[config.mk]
export PLATFORM = sky130hd
export DESIGN_NAME = absorption_feature_detector_core
export DESIGN_NICKNAME = d
export VERILOG_FILES = /design/src/rtl/afd_pkg.sv /design/src/rtl/afd_front.sv /design/src/rtl/afd_fifo.sv /design/src/rtl/afd_back.sv /design/src/rtl/absorption_feature_detector_core.sv
export SDC_FILE = /design/constraint.sdc
export NUM_CORES = 1
export LEC_CHECK = 0
export ABC_AREA = 1
export BUFFER_PORTS_ARGS = -buffer_cell sky130_fd_sc_hd__buf_4
export CORE_MARGIN = 1.5
export CORE_UTILIZATION = 23
export DETAILED_ROUTE_END_ITERATION = 10
export GPL_ROUTABILITY_DRIVEN = 0
export PLACE_DENSITY_LB_ADDON = 0.08
export SLEW_MARGIN = 20
export SYNTH_ARGS = -nofsm -noshare
export SYNTH_HDL_FRONTEND = slang
export SYNTH_SLANG_ARGS = --single-unit
[constraint.sdc]
create_clock -name clk -period 10.8 [get_ports clk]
set_clock_uncertainty 0.15 [all_clocks]
set_input_delay 1.08 -clock clk [delete_from_list [all_inputs] [get_ports clk]]
set_output_delay 1.08 -clock clk [all_outputs]
set_load 0.05 [all_outputs]
[src/rtl/afd_pkg.sv]
`default_nettype none

package afd_pkg;

    localparam int FRAC_BITS = 14;
    localparam int MAX_BANDS = 512;

    localparam int SAMPLE_W = 16;
    localparam int DEPTH_W  = 15;
    localparam int AREA_W   = 24;
    localparam int LEN_W    = 10;
    localparam int CNT_W    = 9;
    localparam int NB_W     = 10;
    localparam int CFG_W    = 15;

    localparam int REC_DATA_W = DEPTH_W + AREA_W + LEN_W + CNT_W;
    localparam int TDATA_W    = ((REC_DATA_W + 7) / 8) * 8;

    localparam logic [DEPTH_W-1:0] ONE_FX   = DEPTH_W'(1 << FRAC_BITS);
    localparam logic [AREA_W-1:0]  AREA_MAX = '1;
    localparam logic [LEN_W-1:0]   LEN_MAX  = '1;
    localparam logic [CNT_W-1:0]   CNT_MAX  = '1;

    localparam logic [NB_W-1:0] BAND_COUNT_MIN   = NB_W'(3);
    localparam logic [NB_W-1:0] BAND_COUNT_RESET = NB_W'(512);

    localparam int QDEPTH = 4;
    localparam int QPTR_W = $clog2(QDEPTH);

    typedef enum logic
    {
        REG_DEPTH_THR  = 1'b0,
        REG_BAND_COUNT = 1'b1
    } cfg_reg_t;

    localparam logic KIND_FEATURE = 1'b0;
    localparam logic KIND_SUMMARY = 1'b1;

    typedef struct packed
    {
        logic [DEPTH_W-1:0] depth;
        logic               deep;
        logic               final_band;
    } item_t;

    typedef struct packed
    {
        logic               kind;
        logic [DEPTH_W-1:0] peak;
        logic [AREA_W-1:0]  area;
        logic [LEN_W-1:0]   width;
        logic [CNT_W-1:0]   count;
        logic               last;
    } record_t;

endpackage

`default_nettype wire

[src/rtl/afd_front.sv]
`default_nettype none

module afd_front #(
    parameter int MAX_BANDS = afd_pkg::MAX_BANDS
) (
    input  wire logic                              clk,
    input  wire logic                              rst_n,
    input  wire logic                              cfg_write,
    input  wire logic                              cfg_index,
    input  wire logic [afd_pkg::CFG_W-1:0]         cfg_data,
    input  wire logic                              accept,
    input  wire logic [afd_pkg::SAMPLE_W-1:0]      sample,
    output afd_pkg::item_t                         item
);

    localparam int NB_MAX = (MAX_BANDS > 1023) ? 1023 : MAX_BANDS;
    localparam int IDX_W  = $clog2(NB_MAX);

    logic [afd_pkg::DEPTH_W-1:0] depth_thr_reg;
    logic [afd_pkg::NB_W-1:0]    band_count_reg;
    logic [IDX_W-1:0]            band_index_reg;
    logic [IDX_W-1:0]            band_index_next;

    logic [afd_pkg::DEPTH_W-1:0] thr;
    logic [afd_pkg::NB_W-1:0]    nb;
    logic                        below_one;
    logic                        final_band;
    logic [afd_pkg::DEPTH_W-1:0] depth;

    always_comb
    begin
        thr = (depth_thr_reg > afd_pkg::ONE_FX) ? afd_pkg::ONE_FX : depth_thr_reg;

        if (band_count_reg < afd_pkg::BAND_COUNT_MIN)
        begin
            nb = afd_pkg::BAND_COUNT_MIN;
        end
        else if (band_count_reg > afd_pkg::NB_W'(NB_MAX))
        begin
            nb = afd_pkg::NB_W'(NB_MAX);
        end
        else
        begin
            nb = band_count_reg;
        end

        // index past a lowered band count also closes the spectrum
        final_band = afd_pkg::NB_W'(band_index_reg) >= (nb - afd_pkg::NB_W'(1));

        below_one = sample < afd_pkg::SAMPLE_W'(afd_pkg::ONE_FX);
        depth     = below_one ? (afd_pkg::ONE_FX - sample[afd_pkg::DEPTH_W-1:0]) : '0;

        item.depth      = depth;
        item.deep       = below_one && (depth > thr);
        item.final_band = final_band;

        band_index_next = final_band ? '0 : band_index_reg + IDX_W'(1);
    end

    always_ff @(posedge clk or negedge rst_n)
    begin
        if (!rst_n)
        begin
            depth_thr_reg  <= '0;
            band_count_reg <= afd_pkg::BAND_COUNT_RESET;
            band_index_reg <= '0;
        end
        else
        begin
            if (cfg_write && (cfg_index == afd_pkg::REG_DEPTH_THR))
            begin
                depth_thr_reg <= cfg_data[afd_pkg::DEPTH_W-1:0];
            end
            if (cfg_write && (cfg_index == afd_pkg::REG_BAND_COUNT))
            begin
                band_count_reg <= cfg_data[afd_pkg::NB_W-1:0];
            end
            if (accept)
            begin
                band_index_reg <= band_index_next;
            end
        end
    end

endmodule

`default_nettype wire

[src/rtl/afd_fifo.sv]
`default_nettype none

module afd_fifo (
    input  wire logic      clk,
    input  wire logic      rst_n,
    input  wire logic      push,
    input  afd_pkg::item_t push_item,
    output logic           full,
    input  wire logic      pop,
    output logic           head_valid,
    output afd_pkg::item_t head_item
);

    afd_pkg::item_t                  mem [afd_pkg::QDEPTH];
    logic [afd_pkg::QPTR_W-1:0]      wr_ptr_reg;
    logic [afd_pkg::QPTR_W-1:0]      rd_ptr_reg;
    logic [afd_pkg::QPTR_W:0]        count_reg;
    logic [afd_pkg::QPTR_W:0]        count_next;

    assign full       = count_reg == (afd_pkg::QPTR_W+1)'(afd_pkg::QDEPTH);
    assign head_valid = count_reg != '0;
    assign head_item  = mem[rd_ptr_reg];

    always_comb
    begin
        count_next = count_reg;
        if (push && !pop)
        begin
            count_next = count_reg + (afd_pkg::QPTR_W+1)'(1);
        end
        else if (pop && !push)
        begin
            count_next = count_reg - (afd_pkg::QPTR_W+1)'(1);
        end
    end

    always_ff @(posedge clk)
    begin
        if (push)
        begin
            mem[wr_ptr_reg] <= push_item;
        end
    end

    always_ff @(posedge clk or negedge rst_n)
    begin
        if (!rst_n)
        begin
            wr_ptr_reg <= '0;
            rd_ptr_reg <= '0;
            count_reg  <= '0;
        end
        else
        begin
            if (push)
            begin
                wr_ptr_reg <= wr_ptr_reg + afd_pkg::QPTR_W'(1);
            end
            if (pop)
            begin
                rd_ptr_reg <= rd_ptr_reg + afd_pkg::QPTR_W'(1);
            end
            count_reg <= count_next;
        end
    end

endmodule

`default_nettype wire

[src/rtl/afd_back.sv]
`default_nettype none

module afd_back (
    input  wire logic       clk,
    input  wire logic       rst_n,
    input  wire logic       q_valid,
    input  afd_pkg::item_t  q_item,
    output logic            pop,
    input  wire logic       out_ready,
    output logic            out_valid,
    output afd_pkg::record_t out_rec
);

    function automatic afd_pkg::record_t make_rec(
        input logic                        kind,
        input logic [afd_pkg::DEPTH_W-1:0] peak,
        input logic [afd_pkg::AREA_W-1:0]  area,
        input logic [afd_pkg::LEN_W-1:0]   width,
        input logic [afd_pkg::CNT_W-1:0]   count,
        input logic                        last
    );
        afd_pkg::record_t r;
        r.kind  = kind;
        r.peak  = peak;
        r.area  = area;
        r.width = width;
        r.count = count;
        r.last  = last;
        return r;
    endfunction

    logic                        in_run_reg,   in_run_next;
    logic [afd_pkg::DEPTH_W-1:0] run_peak_reg, run_peak_next;
    logic [afd_pkg::AREA_W-1:0]  run_area_reg, run_area_next;
    logic [afd_pkg::LEN_W-1:0]   run_len_reg,  run_len_next;
    logic [afd_pkg::CNT_W-1:0]   found_reg,    found_next;

    logic                        out_valid_reg,  out_valid_next;
    afd_pkg::record_t            out_rec_reg,    out_rec_next;
    logic                        pend_valid_reg, pend_valid_next;
    afd_pkg::record_t            pend_rec_reg,   pend_rec_next;

    logic [afd_pkg::DEPTH_W-1:0] add_peak;
    logic [afd_pkg::AREA_W:0]    area_sum;
    logic [afd_pkg::AREA_W-1:0]  add_area;
    logic [afd_pkg::LEN_W-1:0]   add_len;
    logic [afd_pkg::CNT_W-1:0]   found_inc;
    logic [afd_pkg::CNT_W-1:0]   found_fin;

    afd_pkg::record_t            rec_a;
    afd_pkg::record_t            rec_b;
    logic [1:0]                  n_rec;
    logic                        slot_free;

    // one band folded into the open run
    always_comb
    begin
        add_peak  = (q_item.depth > run_peak_reg) ? q_item.depth : run_peak_reg;
        area_sum  = {1'b0, run_area_reg} + (afd_pkg::AREA_W+1)'(q_item.depth);
        add_area  = area_sum[afd_pkg::AREA_W] ? afd_pkg::AREA_MAX
                                              : area_sum[afd_pkg::AREA_W-1:0];
        add_len   = (run_len_reg == afd_pkg::LEN_MAX) ? run_len_reg
                                                      : run_len_reg + afd_pkg::LEN_W'(1);
        found_inc = (found_reg == afd_pkg::CNT_MAX) ? found_reg
                                                    : found_reg + afd_pkg::CNT_W'(1);
    end

    always_comb
    begin
        in_run_next   = in_run_reg;
        run_peak_next = run_peak_reg;
        run_area_next = run_area_reg;
        run_len_next  = run_len_reg;
        found_next    = found_reg;
        found_fin     = found_reg;
        rec_a         = '0;
        rec_b         = '0;
        n_rec         = 2'd0;

        if (!q_item.final_band)
        begin
            if (q_item.deep)
            begin
                if (!in_run_reg)
                begin
                    in_run_next = 1'b1;
                    found_next  = found_inc;
                end
                run_peak_next = add_peak;
                run_area_next = add_area;
                run_len_next  = add_len;
            end
            else if (in_run_reg)
            begin
                rec_a = make_rec(afd_pkg::KIND_FEATURE, run_peak_reg, run_area_reg,
                                 run_len_reg, '0, 1'b1);
                n_rec = 2'd1;
                in_run_next   = 1'b0;
                run_peak_next = '0;
                run_area_next = '0;
                run_len_next  = '0;
            end
        end
        else
        begin
            if (q_item.deep && !in_run_reg)
            begin
                // run opened on the final band: counted, reported empty
                found_fin = found_inc;
                rec_a     = make_rec(afd_pkg::KIND_FEATURE, '0, '0, '0, '0, 1'b0);
                n_rec     = 2'd2;
            end
            else if (in_run_reg)
            begin
                if (q_item.deep)
                begin
                    rec_a = make_rec(afd_pkg::KIND_FEATURE, add_peak, add_area,
                                     add_len, '0, 1'b0);
                end
                else
                begin
                    rec_a = make_rec(afd_pkg::KIND_FEATURE, run_peak_reg, run_area_reg,
                                     run_len_reg, '0, 1'b0);
                end
                n_rec = 2'd2;
            end
            else
            begin
                n_rec = 2'd1;
            end

            if (n_rec == 2'd2)
            begin
                rec_b = make_rec(afd_pkg::KIND_SUMMARY, '0, '0, '0, found_fin, 1'b1);
            end
            else
            begin
                rec_a = make_rec(afd_pkg::KIND_SUMMARY, '0, '0, '0, found_fin, 1'b1);
            end

            in_run_next   = 1'b0;
            run_peak_next = '0;
            run_area_next = '0;
            run_len_next  = '0;
            found_next    = '0;
        end
    end

    assign slot_free = !out_valid_reg || out_ready;
    assign pop       = q_valid && ((n_rec == 2'd0) || (slot_free && !pend_valid_reg));

    always_comb
    begin
        out_valid_next  = out_valid_reg;
        out_rec_next    = out_rec_reg;
        pend_valid_next = pend_valid_reg;
        pend_rec_next   = pend_rec_reg;

        if (slot_free)
        begin
            if (pend_valid_reg)
            begin
                out_valid_next  = 1'b1;
                out_rec_next    = pend_rec_reg;
                pend_valid_next = 1'b0;
            end
            else if (pop && (n_rec != 2'd0))
            begin
                out_valid_next  = 1'b1;
                out_rec_next    = rec_a;
                pend_valid_next = n_rec == 2'd2;
                pend_rec_next   = rec_b;
            end
            else
            begin
                out_valid_next = 1'b0;
            end
        end
    end

    always_ff @(posedge clk)
    begin
        out_rec_reg  <= out_rec_next;
        pend_rec_reg <= pend_rec_next;
    end

    always_ff @(posedge clk or negedge rst_n)
    begin
        if (!rst_n)
        begin
            in_run_reg     <= 1'b0;
            run_peak_reg   <= '0;
            run_area_reg   <= '0;
            run_len_reg    <= '0;
            found_reg      <= '0;
            out_valid_reg  <= 1'b0;
            pend_valid_reg <= 1'b0;
        end
        else
        begin
            if (pop)
            begin
                in_run_reg   <= in_run_next;
                run_peak_reg <= run_peak_next;
                run_area_reg <= run_area_next;
                run_len_reg  <= run_len_next;
                found_reg    <= found_next;
            end
            out_valid_reg  <= out_valid_next;
            pend_valid_reg <= pend_valid_next;
        end
    end

    assign out_valid = out_valid_reg;
    assign out_rec   = out_rec_reg;

endmodule

`default_nettype wire

[src/rtl/absorption_feature_detector_core.sv]
// A band passes through the queue to the back end, which registers the record it closes in the output stage.
// Throughput: one band per cycle while the output stage and its pending slot can take records.
// A final band that closes a feature yields two records; the second waits in a pending slot
// and holds the back end, and the four-entry queue between front and back end absorbs it.
// Reset (rst_n low, asynchronous) empties the queue and output stage, clears all run state,
// sets the depth threshold to 0 and band_count to 512.
`default_nettype none

module absorption_feature_detector_core #(
    parameter int MAX_BANDS = afd_pkg::MAX_BANDS
) (
    input  wire logic                             clk,
    input  wire logic                             rst_n,

    input  wire logic                             s_tvalid,
    output logic                                  s_tready,
    input  wire logic [afd_pkg::SAMPLE_W-1:0]     s_tdata,   // sample

    output logic                                  m_tvalid,
    input  wire logic                             m_tready,
    output logic [afd_pkg::TDATA_W-1:0]           m_tdata,   // peak_depth, area, width,
                                                             // feature_count, zero pad
    output logic                                  m_tlast,
    output logic [0:0]                            m_tuser,   // record_kind

    input  wire logic                             cfg_valid,
    output logic                                  cfg_ready,
    input  wire logic                             cfg_index,
    input  wire logic [afd_pkg::CFG_W-1:0]        cfg_data
);

    afd_pkg::item_t   front_item;
    afd_pkg::item_t   head_item;
    afd_pkg::record_t rec;
    logic             q_full;
    logic             q_valid;
    logic             q_pop;
    logic             s_accept;

    assign cfg_ready = 1'b1;
    assign s_tready  = !q_full;
    assign s_accept  = s_tvalid && s_tready;

    afd_front #(
        .MAX_BANDS (MAX_BANDS)
    ) u_front (
        .clk       (clk),
        .rst_n     (rst_n),
        .cfg_write (cfg_valid && cfg_ready),
        .cfg_index (cfg_index),
        .cfg_data  (cfg_data),
        .accept    (s_accept),
        .sample    (s_tdata),
        .item      (front_item)
    );

    afd_fifo u_fifo (
        .clk        (clk),
        .rst_n      (rst_n),
        .push       (s_accept),
        .push_item  (front_item),
        .full       (q_full),
        .pop        (q_pop),
        .head_valid (q_valid),
        .head_item  (head_item)
    );

    afd_back u_back (
        .clk       (clk),
        .rst_n     (rst_n),
        .q_valid   (q_valid),
        .q_item    (head_item),
        .pop       (q_pop),
        .out_ready (m_tready),
        .out_valid (m_tvalid),
        .out_rec   (rec)
    );

    assign m_tdata = {(afd_pkg::TDATA_W - afd_pkg::REC_DATA_W)'(0),
                      rec.count, rec.width, rec.area, rec.peak};
    assign m_tlast = rec.last;
    assign m_tuser = rec.kind;

    a_summary_is_last: assert property (@(posedge clk) disable iff (!rst_n)
        (m_tvalid && (m_tuser[0] == afd_pkg::KIND_SUMMARY)) |-> m_tlast)
        else $error("summary record without tlast");

    a_summary_fields_zero: assert property (@(posedge clk) disable iff (!rst_n)
        (m_tvalid && (m_tuser[0] == afd_pkg::KIND_SUMMARY))
            |-> (rec.peak == '0 && rec.area == '0 && rec.width == '0))
        else $error("summary record carries feature fields");

    a_feature_count_zero: assert property (@(posedge clk) disable iff (!rst_n)
        (m_tvalid && (m_tuser[0] == afd_pkg::KIND_FEATURE)) |-> (rec.count == '0))
        else $error("feature record carries a count");

    a_pop_needs_item: assert property (@(posedge clk) disable iff (!rst_n)
        q_pop |-> q_valid)
        else $error("queue popped while empty");

endmodule

`default_nettype wire

==> flow_summary.yaml, run 1 <==
run_status:
  outcome: "finished clean"
routing:
  drt_first_iter_violations: 610
  routed_wl_um: 42110
  routedWlPerCell_um: 16.70
  drt_pass1_iterations: 4
  via_count: 11133
  postRouteAntennaNets: 0
  drc_errors: 0
  avgViaCountPerCell: 4.416
global_route:
  grt_use_total_pct: 13.85
  grt_overflow: 0
  grt_pass1_vias: 11062
  grt_pass1_wl_um: 65740
  antenna_found_initial: 0
  grt_max_degree: 61
place:
  dpl-instance-area_um2: 15270
  io_buffers: 98
  hpwl_um: 28910
clocking:
  cts_hold_buf: 0
  cts_tree: "yes"
  cts_buffers: 31
  clk_pin_slew_worst_paths_ns: 0.07
  clock_latency_ns: 0.59
  cts_setup_buffers: 0
  ctsResizeCount: 0
  h-tree-depth: 1
  cts.sinks: 240
  cts_buffer_depth: 3
  cts-root-buf: "clkbuf_16"
sta:
  post-route-period-util_pct: 39.82
  max_freq_ghz: 0.2326
  tns_ns: 0
  finalMaxSlewViolations: 0
  worstMarginPinSlew_ns: 1.079
  setup-violations-final: 0
  hold_viol_final: 0
  rsz0062_at_grt: "no"
  slew_headroom_pct: 27.94
  min_period_ns: 4.300
worst_setup_path:
  slowest_stage: "inv_1"
  max_stage_delay_ns: 0.61
  path_class: "flip-flop to flip-flop"
  start_kind: "flip-flop"
  cp-end-kind: "flip-flop"
  crit_chain: "buf_4, inv_2, nand2_1, nand3_1, nand2_1, inv_1, ha_1, fa_1, nand3_1, nand3_1, nand3_1, nand2_1, nand2_1, nand2_1, inv_1, o21ai_0, nand3_1, a21oi_1"
  crit_arrival_ns: 4.45
  required_ns: 10.95
  reg2regPathDepth: 18
  reg2reg_from: "u_fifo.rd_ptr_reg[0]$_DFFE_PN0P_"
  r2r_end: "u_back.out_rec[29]$_SDFFCE_PP0P_"
  timing.reg2reg.setup_slack_ns: 6.50
  critPathMaxFanout: 51
floorplanning:
  die-area_um2: 61020
  core_um2: 58910
  die_y_um: 247.0
  start_util_pct: 23.25
  io_pins: 106
  die_w_um: 247.0
  rows: 89
yosys:
  netlist_area_um2: 13700
  synth_area_per_cell_um2: 8.377
  synth-seq-cells: 240
  synthDistinctLibCells: 48
  netlist_instances: 1635
  yosys_warnings: 0
  yosysSeqAreaShare_pct: 48.90
power:
  power.leakage_nw: 7.107
  ir_drop_mv: 0.2226
  power_density_nw_per_um2: 329.2
layout:
  stdcell_area_um2: 16260
  nets: 1826
  drive_above_1_share_pct: 11.84
  nFillCells: 6317
  register_area_um2: 6699
  multi_input_area_um2: 5928
  antenna_cells: 0
  largest_reg_flops: 68
  synthToLayoutAreaGrowth_pct: 18.69
run:
  maxCapViolations: 0
hold_path:
  worst_hold_path_type: "input port to asynchronous set/reset pin"
## layer usage
layer	wire, um	share of wire (%)	track usage, %
met4	863	2.0	3.838
met2	19840	47	23.38
met1	20070	48	18.51
met3	1336	3.2	1.726
met5	0	0	0
## layout make-up
class | instances | area share, %
well taps | 773 | 5.950
inverters | 217 | 5.026
multi-input cells | 1119 | 36.47
repair buffers | 114 | 5.265
flip-flops and latches | 240 | 41.21
clock buffers | 46 | 5.373
clock inverters | 12 | 0.7081
## worst max path at each step
stage	start	endpoint	slack, ns	cells past startpoint
CTS	u_fifo.rd_ptr_reg[0]$_DFFE_PN0P_	u_back.out_rec[29]$_SDFFCE_PP0P_	6.37	18
global route	u_fifo.rd_ptr_reg[0]$_DFFE_PN0P_	u_back.out_rec[30]$_SDFFCE_PP0P_	6.07	18
detailed placement	s_tdata[0]	u_fifo.mem[2][1]$_DFFE_PP_	6.17	16
global placement	s_tdata[0]	u_fifo.mem[1][1]$_DFFE_PP_	6.23	16
floorplan	m_tready	u_back.out_rec[0]$_DFFE_PP_	5.66	6
finish	u_fifo.rd_ptr_reg[0]$_DFFE_PN0P_	u_back.out_rec[29]$_SDFFCE_PP0P_	6.50	18
## power by group
| part | leakage, nW | internal (mW) | switching (mW) | total, mW |
|---|---|---|---|---|
| clock network | 0.476 | 0.604 | 0.418 | 1.02 |
| logic | 3.96 | 0.748 | 2.10 | 2.85 |
| registers | 2.67 | 1.33 | 0.150 | 1.48 |
| total | 7.11 | 2.69 | 2.67 | 5.35 |
## critical path: cells and delay by family, from the launching register on
family / cells / cell delay [ns]
fa+ha+maj: 2 / 0.70
buf+inv: 4 / 1.41
flops: 1 / 0.32
compound gates: 2 / 0.39
simple gates: 10 / 1.06
## cell usage in the layout, fill, tap and decap left out, types with 3 or more instances in the layout
cell type	count
clkinv_1	3
o22ai_1	22
edfxtp_1	138
buf_4	114
inv_2	3
nand4_1	36
a21oi_1	109
nand3_2	11
inv_1	213
nor4_1	6
nor3b_1	3
dfrtp_1	100
xor2_1	16
o22ai_2	10
xnor2_1	10
nor2_2	4
nand2_1	422
nor2_1	92
mux2_2	4
clkbuf_16	32
nand3_1	147
and2_1	4
ha_1	64
clkinv_2	4
clkbuf_1	12
conb_1	7
nand2_4	3
o21ai_1	10
o21ai_0	95
nor3_1	18
o21ai_2	4
## metrics by stage
stage                     power, mW  util [%]  instances  hold slack, ns  worst slack (ns)
final                         5.352     27.60       2521          0.2538             6.500
after global routing          5.788     27.60       2521          0.2622             6.069
after CTS                     5.462     27.60       2521          0.2373             6.371
after detailed placement      4.404     25.92       2463          0.3440             6.166
after global placement        4.415     25.92       2463          0.3291             6.232
after floorplan               3.492         -       1640          0.3030             5.663
## synthesized netlist by cell type, drive strengths merged
cell type | count | share of area (%)
fa | 2 | 0.29
clkbuf | 34 | 0.93
nand4 | 36 | 1.6
dfstp | 1 | 0.19
nor2 | 98 | 2.8
a22oi | 1 | 0.055
xnor2 | 10 | 0.64
inv | 217 | 6.0
nor4 | 7 | 0.37
edfxtp | 138 | 30
nand3 | 158 | 6.2
a31oi | 2 | 0.091
a21oi | 112 | 4.2
mux2 | 4 | 0.33
buf | 30 | 1.3
o311ai | 1 | 0.064
o22ai | 32 | 1.9
o21a | 1 | 0.055
xor2 | 16 | 1.0
nand3b | 1 | 0.055
nor3 | 18 | 0.66
a211oi | 2 | 0.11
and2 | 5 | 0.23
dfrtp | 101 | 18
o211ai | 1 | 0.055
nor3b | 3 | 0.16
ha | 64 | 5.8
conb | 2 | 0.055
a21o | 2 | 0.11
nand2 | 427 | 12
o21ai | 109 | 4.1
## logic make-up (layout without fill, tap and decap cells)
family | Yosys count | in the layout | synth area share, %
AND/OR/NAND/NOR | 753 | 753 | 24.00
buffers and inverters | 281 | 389 | 8.158
AO/OA/AOI/OAI | 263 | 263 | 10.75
flip-flops | 240 | 240 | 48.90
adder cells (fa/ha/maj) | 66 | 66 | 6.139
XOR/XNOR | 26 | 26 | 1.663
multiplexers | 4 | 4 | 0.3289
other | 2 | 7 | 0.05483
Power figures use the tool's default switching activity.
==> run 2: changes to the inputs <==
==> constraint.sdc (replaced) <==
create_clock -name clk -period 4.45 [get_ports clk]
set_clock_uncertainty 0.15 [all_clocks]
set_input_delay 0.445 -clock clk [delete_from_list [all_inputs] [get_ports clk]]
set_output_delay 0.445 -clock clk [all_outputs]
set_load 0.05 [all_outputs]
==> run 2 against run 1 <==
- cell count grew 0.79%
- first-iteration DRC count decreased by 28%
- non-clock buffer count rose by 18
- die area stayed put
- via count shrank 0.22%
- sequential power increased by 140%
- critical path depth decreased by 1
- register-to-register slack got worse by 5.6 ns
- core utilization increased by 0.47 points
- critical endpoint is now u_front.band_index_reg[2]$_DFFE_PN0P_
- highest routed layer unchanged
==> flow_summary.yaml, run 2 (synthesis results as in run 1) <==
power:
  power.leakage_nw: 7.255
  p_seq_share_pct: 27.0
  clkPwrFrac_pct: 20.2
  power_density_nw_per_um2: 797.8
  ir_drop_mv: 0.6453
  p_int_mw: 6.783
  power_mw: 13.19
  p_sw_share_pct: 48.57
  combPwrFrac_pct: 52.9
  p_sw_mw: 6.405
routing:
  drc_errors: 0
  routed_wl_um: 41240
  postRouteAntennaNets: 0
  drt_pass1_iterations: 5
  via_count: 11109
  avgViaCountPerCell: 4.372
  routedWlPerCell_um: 16.23
  drt_first_iter_violations: 441
sta:
  postLayoutSetupSlackWorst_ns: 0.8845
  post-route-period-util_pct: 80.12
  slew_headroom_pct: 30.78
  tns_ns: 0
  setup-violations-final: 0
  finalMaxSlewViolations: 0
  worstMarginPinSlew_ns: 1.037
  hold_ws_ns: 0.06877
  max_freq_ghz: 0.2805
  rsz0062_at_grt: "no"
  hold_viol_final: 0
  min_period_ns: 3.565
global_route:
  grt_use_total_pct: 13.85
  antenna_found_initial: 0
  grt_pass1_vias: 11518
  grt_overflow: 0
  grt_pass1_wl_um: 65620
  grt_max_degree: 97
layout:
  nets: 1847
  layout_commonest_cell: "nand2_1"
  utilization_pct: 28.06
  largest_reg_flops: 68
  synthToLayoutAreaGrowth_pct: 20.70
  final_cell_mix: "nand2_1 (422), inv_1 (213), nand3_1 (147)"
  final_cells: 2541
  antenna_cells: 0
  stdcell_area_um2: 16530
  drive_above_1_share_pct: 12.67
clocking:
  cts_setup_buffers: 0
  h-tree-depth: 2
  cts_buffers: 34
  cts-root-buf: "clkbuf_16"
  cts.sinks: 240
  ctsResizeCount: 0
  cts_buffer_depth: 3
  clk_pin_slew_worst_paths_ns: 0.05
  clock_latency_ns: 0.53
  cts_tree: "yes"
floorplanning:
  start_util_pct: 23.25
  core_um2: 58910
  die-area_um2: 61020
  die_y_um: 247.0
  rows: 89
  io_pins: 106
  die_w_um: 247.0
worst_setup_path:
  slowest_stage: "dfrtp_1"
  start_kind: "flip-flop"
  cp_common_cell: "nor2_1"
  path_delay_family: "simple AND/OR/NAND/NOR gates"
  path_class: "flip-flop to flip-flop"
  critPathMaxFanout: 7
  crit_arrival_ns: 3.84
  critical_path_buf_inv_count: 2
  cp-end-kind: "flip-flop"
  required_ns: 4.72
  max_stage_delay_ns: 0.40
  crit_chain: "nor2_1, and2_1, a21oi_1, nor2_1, nor2_1, ha_1, nand3_1, nor3b_1, xor2_1, ha_1, inv_1, nor2_1, o211ai_1, nand4_1, nand2_1, inv_1, nor3b_1"
run_status:
  outcome: "finished clean"
run:
  maxCapViolations: 0
place:
  dpl-instance-area_um2: 15390
  dp_cells: 2475
  io_buffers: 98
  hpwl_um: 29360
  post-place-ws_ns: 0.7574
hold_path:
  worst_hold_path_type: "input port to flip-flop"
[run 2: changes by cell type in the layout (fill, tap and decap cells not counted), sizes merged]
cell	delta
buf	+12
clkbuf	+2
clkinvlp	-1
dlygate4sd3	+6
inv	+1
[run 2: path summary, 6_finish.rpt]
check	from	cells after the start	end	slack, ns
worst max register to register	u_front.band_count_reg[3]$_DFFE_PN0P_	17	u_front.band_index_reg[2]$_DFFE_PN0P_	0.88
worst min-delay path	cfg_data[9]	3	u_front.band_count_reg[9]$_DFFE_PN1P_	0.07
worst max-delay path	u_front.band_count_reg[3]$_DFFE_PN0P_	17	u_front.band_index_reg[2]$_DFFE_PN0P_	0.88
worst min register to register	u_front.band_count_reg[7]$_DFFE_PN0P_	2	u_front.band_count_reg[7]$_DFFE_PN0P_	0.34
max in group asynchronous	rst_n	3	u_front.band_count_reg[9]$_DFFE_PN1P_	2.74
min in group asynchronous	rst_n	2	u_back.run_area_reg[12]$_DFFE_PN0P_	0.39
[run 2: power by group through the flow]
stage	Sequential [mW]	Clock (mW)	Combinational, mW
2_1_floorplan	4.54	0	3.92
3_3_place_gp	3.63	0	7.13
3_5_place_dp	3.62	0	7.12
4_1_cts	3.58	2.77	7.14
5_1_grt	3.64	2.86	7.80
6_report	3.56	2.66	6.97
[run 2: tightest hold or removal path: stages]
cell and delay (ns):
buf_4 0.10, inv_1 0.08, o21ai_0 0.09
[run 2: layout make-up]
class / count / area, um^2
flip-flops and latches: 240 / 6699
inverters: 217 / 817.0
fillers: 6283 / 42380
well taps: 773 / 967.2
clock buffers: 48 / 954.7
repair buffers: 132 / 1044
multi-input cells: 1119 / 5928
clock inverters: 12 / 121.4
[run 2: metal layers]
layer  vias up  global-route usage [%]  wire length [um]
met3        53                   2.160              1331
met4         0                   4.412               967
met1      5209                   17.79             19090
li1       5679                       -                 -
met2       168                   23.65             19860
met5         -                       0                 0
[run 2: timing repair]
action,in CTS,in global routing
endpoints found under the hold margin,46,0
hold buffers,6,0
setup endpoints to repair,0,0
==> run 3: changes to the inputs <==
==> constraint.sdc (replaced) <==
create_clock -name clk -period 2.91 [get_ports clk]
set_clock_uncertainty 0.15 [all_clocks]
set_input_delay 0.291 -clock clk [delete_from_list [all_inputs] [get_ports clk]]
set_output_delay 0.291 -clock clk [all_outputs]
set_load 0.05 [all_outputs]
==> run 3 against run 2 <==
- the run now ends with negative setup slack left
- design area grew 15%
- combinational power grew 98%
- power grew 75%
- critical path depth grew 2
==> flow_summary.yaml, run 3 (synthesis results as in run 1) <==
run_status:
  outcome: "finished with violations"
  violations: "negative setup slack"
worst_setup_path:
  timing.reg2reg.setup_slack_ns: -0.11
  cp-endpoint: "u_back.out_rec[50]$_SDFFCE_PP0P_"
  path_class: "flip-flop to flip-flop"
  r2r_end: "u_back.out_rec[50]$_SDFFCE_PP0P_"
  required_ns: 3.11
  reg2regPathDepth: 19
  cp-end-kind: "flip-flop"
  critPathMaxFanout: 22
  start_kind: "flip-flop"
  reg2reg_from: "u_fifo.rd_ptr_reg[0]$_DFFE_PN0P_"
  crit_start: "u_fifo.rd_ptr_reg[0]$_DFFE_PN0P_"
  crit_arrival_ns: 3.22
clocking:
  cts_tree: "yes"
  cts.sinks: 240
  cts-root-buf: "clkbuf_16"
  clk_pin_slew_worst_paths_ns: 0.06
  h-tree-depth: 1
  clock_latency_ns: 0.60
  cts_buffer_depth: 3
  cts_buffers: 31
routing:
  avgViaCountPerCell: 4.364
  drt_pass1_iterations: 4
  postRouteAntennaNets: 0
  routed_wl_um: 43140
  routedWlPerCell_um: 15.83
  drc_errors: 0
  drt_first_iter_violations: 573
  via_count: 11896
sta:
  post-route-period-util_pct: 103.7
  setup-violations-final: 35
  hold_viol_final: 0
  slew_headroom_pct: 44.86
  worstMarginPinSlew_ns: 0.8271
  postLayoutSetupSlackWorst_ns: -0.1078
  hold_ws_ns: 0.04219
  min_period_ns: 3.018
  rsz0062_at_grt: "yes"
  max_freq_ghz: 0.3314
  finalMaxSlewViolations: 0
floorplanning:
  die_y_um: 247.0
  start_util_pct: 23.25
  io_pins: 106
  core_um2: 58910
  die_w_um: 247.0
  die-area_um2: 61020
  rows: 89
hold_path:
  worst_hold_path_type: "input port to flip-flop"
place:
  io_buffers: 98
  post-place-ws_ns: -0.3753
  hpwl_um: 29460
  dpl-instance-area_um2: 16770
global_route:
  grt_pass1_wl_um: 67820
  grt_overflow: 0
  antenna_found_initial: 0
  grt_max_degree: 97
  grt_pass1_vias: 11993
  grt_use_total_pct: 14.23
layout:
  stdcell_area_um2: 18940
  largest_reg_flops: 68
  nFillCells: 6173
  nets: 2032
  utilization_pct: 32.15
  layout_commonest_cell: "nand2_1"
  antenna_cells: 0
  synthToLayoutAreaGrowth_pct: 38.29
  final_cell_mix: "nand2_1 (383), buf_4 (270), inv_1 (194)"
  drive_above_1_share_pct: 27.80
power:
  power_density_nw_per_um2: 1218
  power.leakage_nw: 8.415
  ir_drop_mv: 0.9199
run:
  maxCapViolations: 0
==> run 3: worst min-delay path by stage <==
stage	from	end	slack, ns	cells past startpoint
finish	s_tvalid	u_front.band_index_reg[1]$_DFFE_PN0P_	0.04	5
CTS	s_tvalid	u_front.band_index_reg[1]$_DFFE_PN0P_	0.02	5
detailed placement	rst_n	u_back.run_area_reg[14]$_DFFE_PN0P_	0.17	1
global placement	rst_n	u_back.run_area_reg[14]$_DFFE_PN0P_	0.18	1
floorplan	rst_n	u_back.found_reg[0]$_DFFE_PN0P_	-0.15	0
global route	s_tvalid	u_front.band_index_reg[0]$_DFFE_PN0P_	0.06	5
==> run 3: cell type report <==
| cell class | instances | area, um^2 | share of cell area [%] |
|---|---|---|---|
| Timing Repair Buffer | 320 | 2803 | 14.80 |
| Sequential cell | 240 | 6700 | 35.38 |
| Clock inverter | 21 | 193.9 | 1.024 |
| Inverter | 217 | 830.8 | 4.387 |
| Clock buffer | 36 | 804.5 | 4.248 |
| Multi-Input combinational cell | 1119 | 6640 | 35.06 |
| Tap cell | 773 | 967.2 | 5.107 |
==> run 3: report_power, final <==
group          internal [mW]  total, mW  switching, mW
sequential              4.93       5.43          0.504
combinational           5.13       13.8           8.67
clock                   2.24       3.83           1.60
total                   12.3       23.1           10.8
==> run 3: what timing repair did <==
item	in CTS	in global routing
buffers inserted	7	5
gates cloned	5	0
hold buffers	18	0
endpoints found under the hold margin	94	0
pin swaps	18	28
resized for setup	101	97
endpoints found under the setup margin	114	160
==> run 3: metrics by stage <==
step,cells,setup TNS (ns),power [mW]
detailed placement,2635,-14.49,18.27
global route,2726,-15.38,24.87
floorplan,1640,-0.01305,13.02
CTS,2722,-4.291,23.00
finish,2726,-1.938,23.07
global placement,2635,-13.23,18.20
==> run 3: worst max-delay path, stage by stage, from the launching register on <==
cell and delay (ns):
dfrtp_2 0.48, buf_12 0.18, a21oi_2 0.11, o21ai_1 0.07
nand2_1 0.15, inv_2 0.09, buf_4 0.13, ha_1 0.27
nand2_2 0.09, inv_2 0.04, nand2_1 0.05, a21oi_1 0.05
nor2_1 0.15, nand2_2 0.11, nand2_2 0.12, buf_6 0.13
nand2_1 0.07, nand4_1 0.07, a21oi_1 0.07, buf_4 0.18
==> run 3: routing by layer <==
| layer | share of wire [%] | track usage, % |
|---|---|---|
| met1 | 44 | 17.98 |
| met2 | 50 | 25.51 |
| met3 | 3.3 | 1.715 |
| met4 | 2.2 | 3.515 |
| met5 | 0 | 0 |
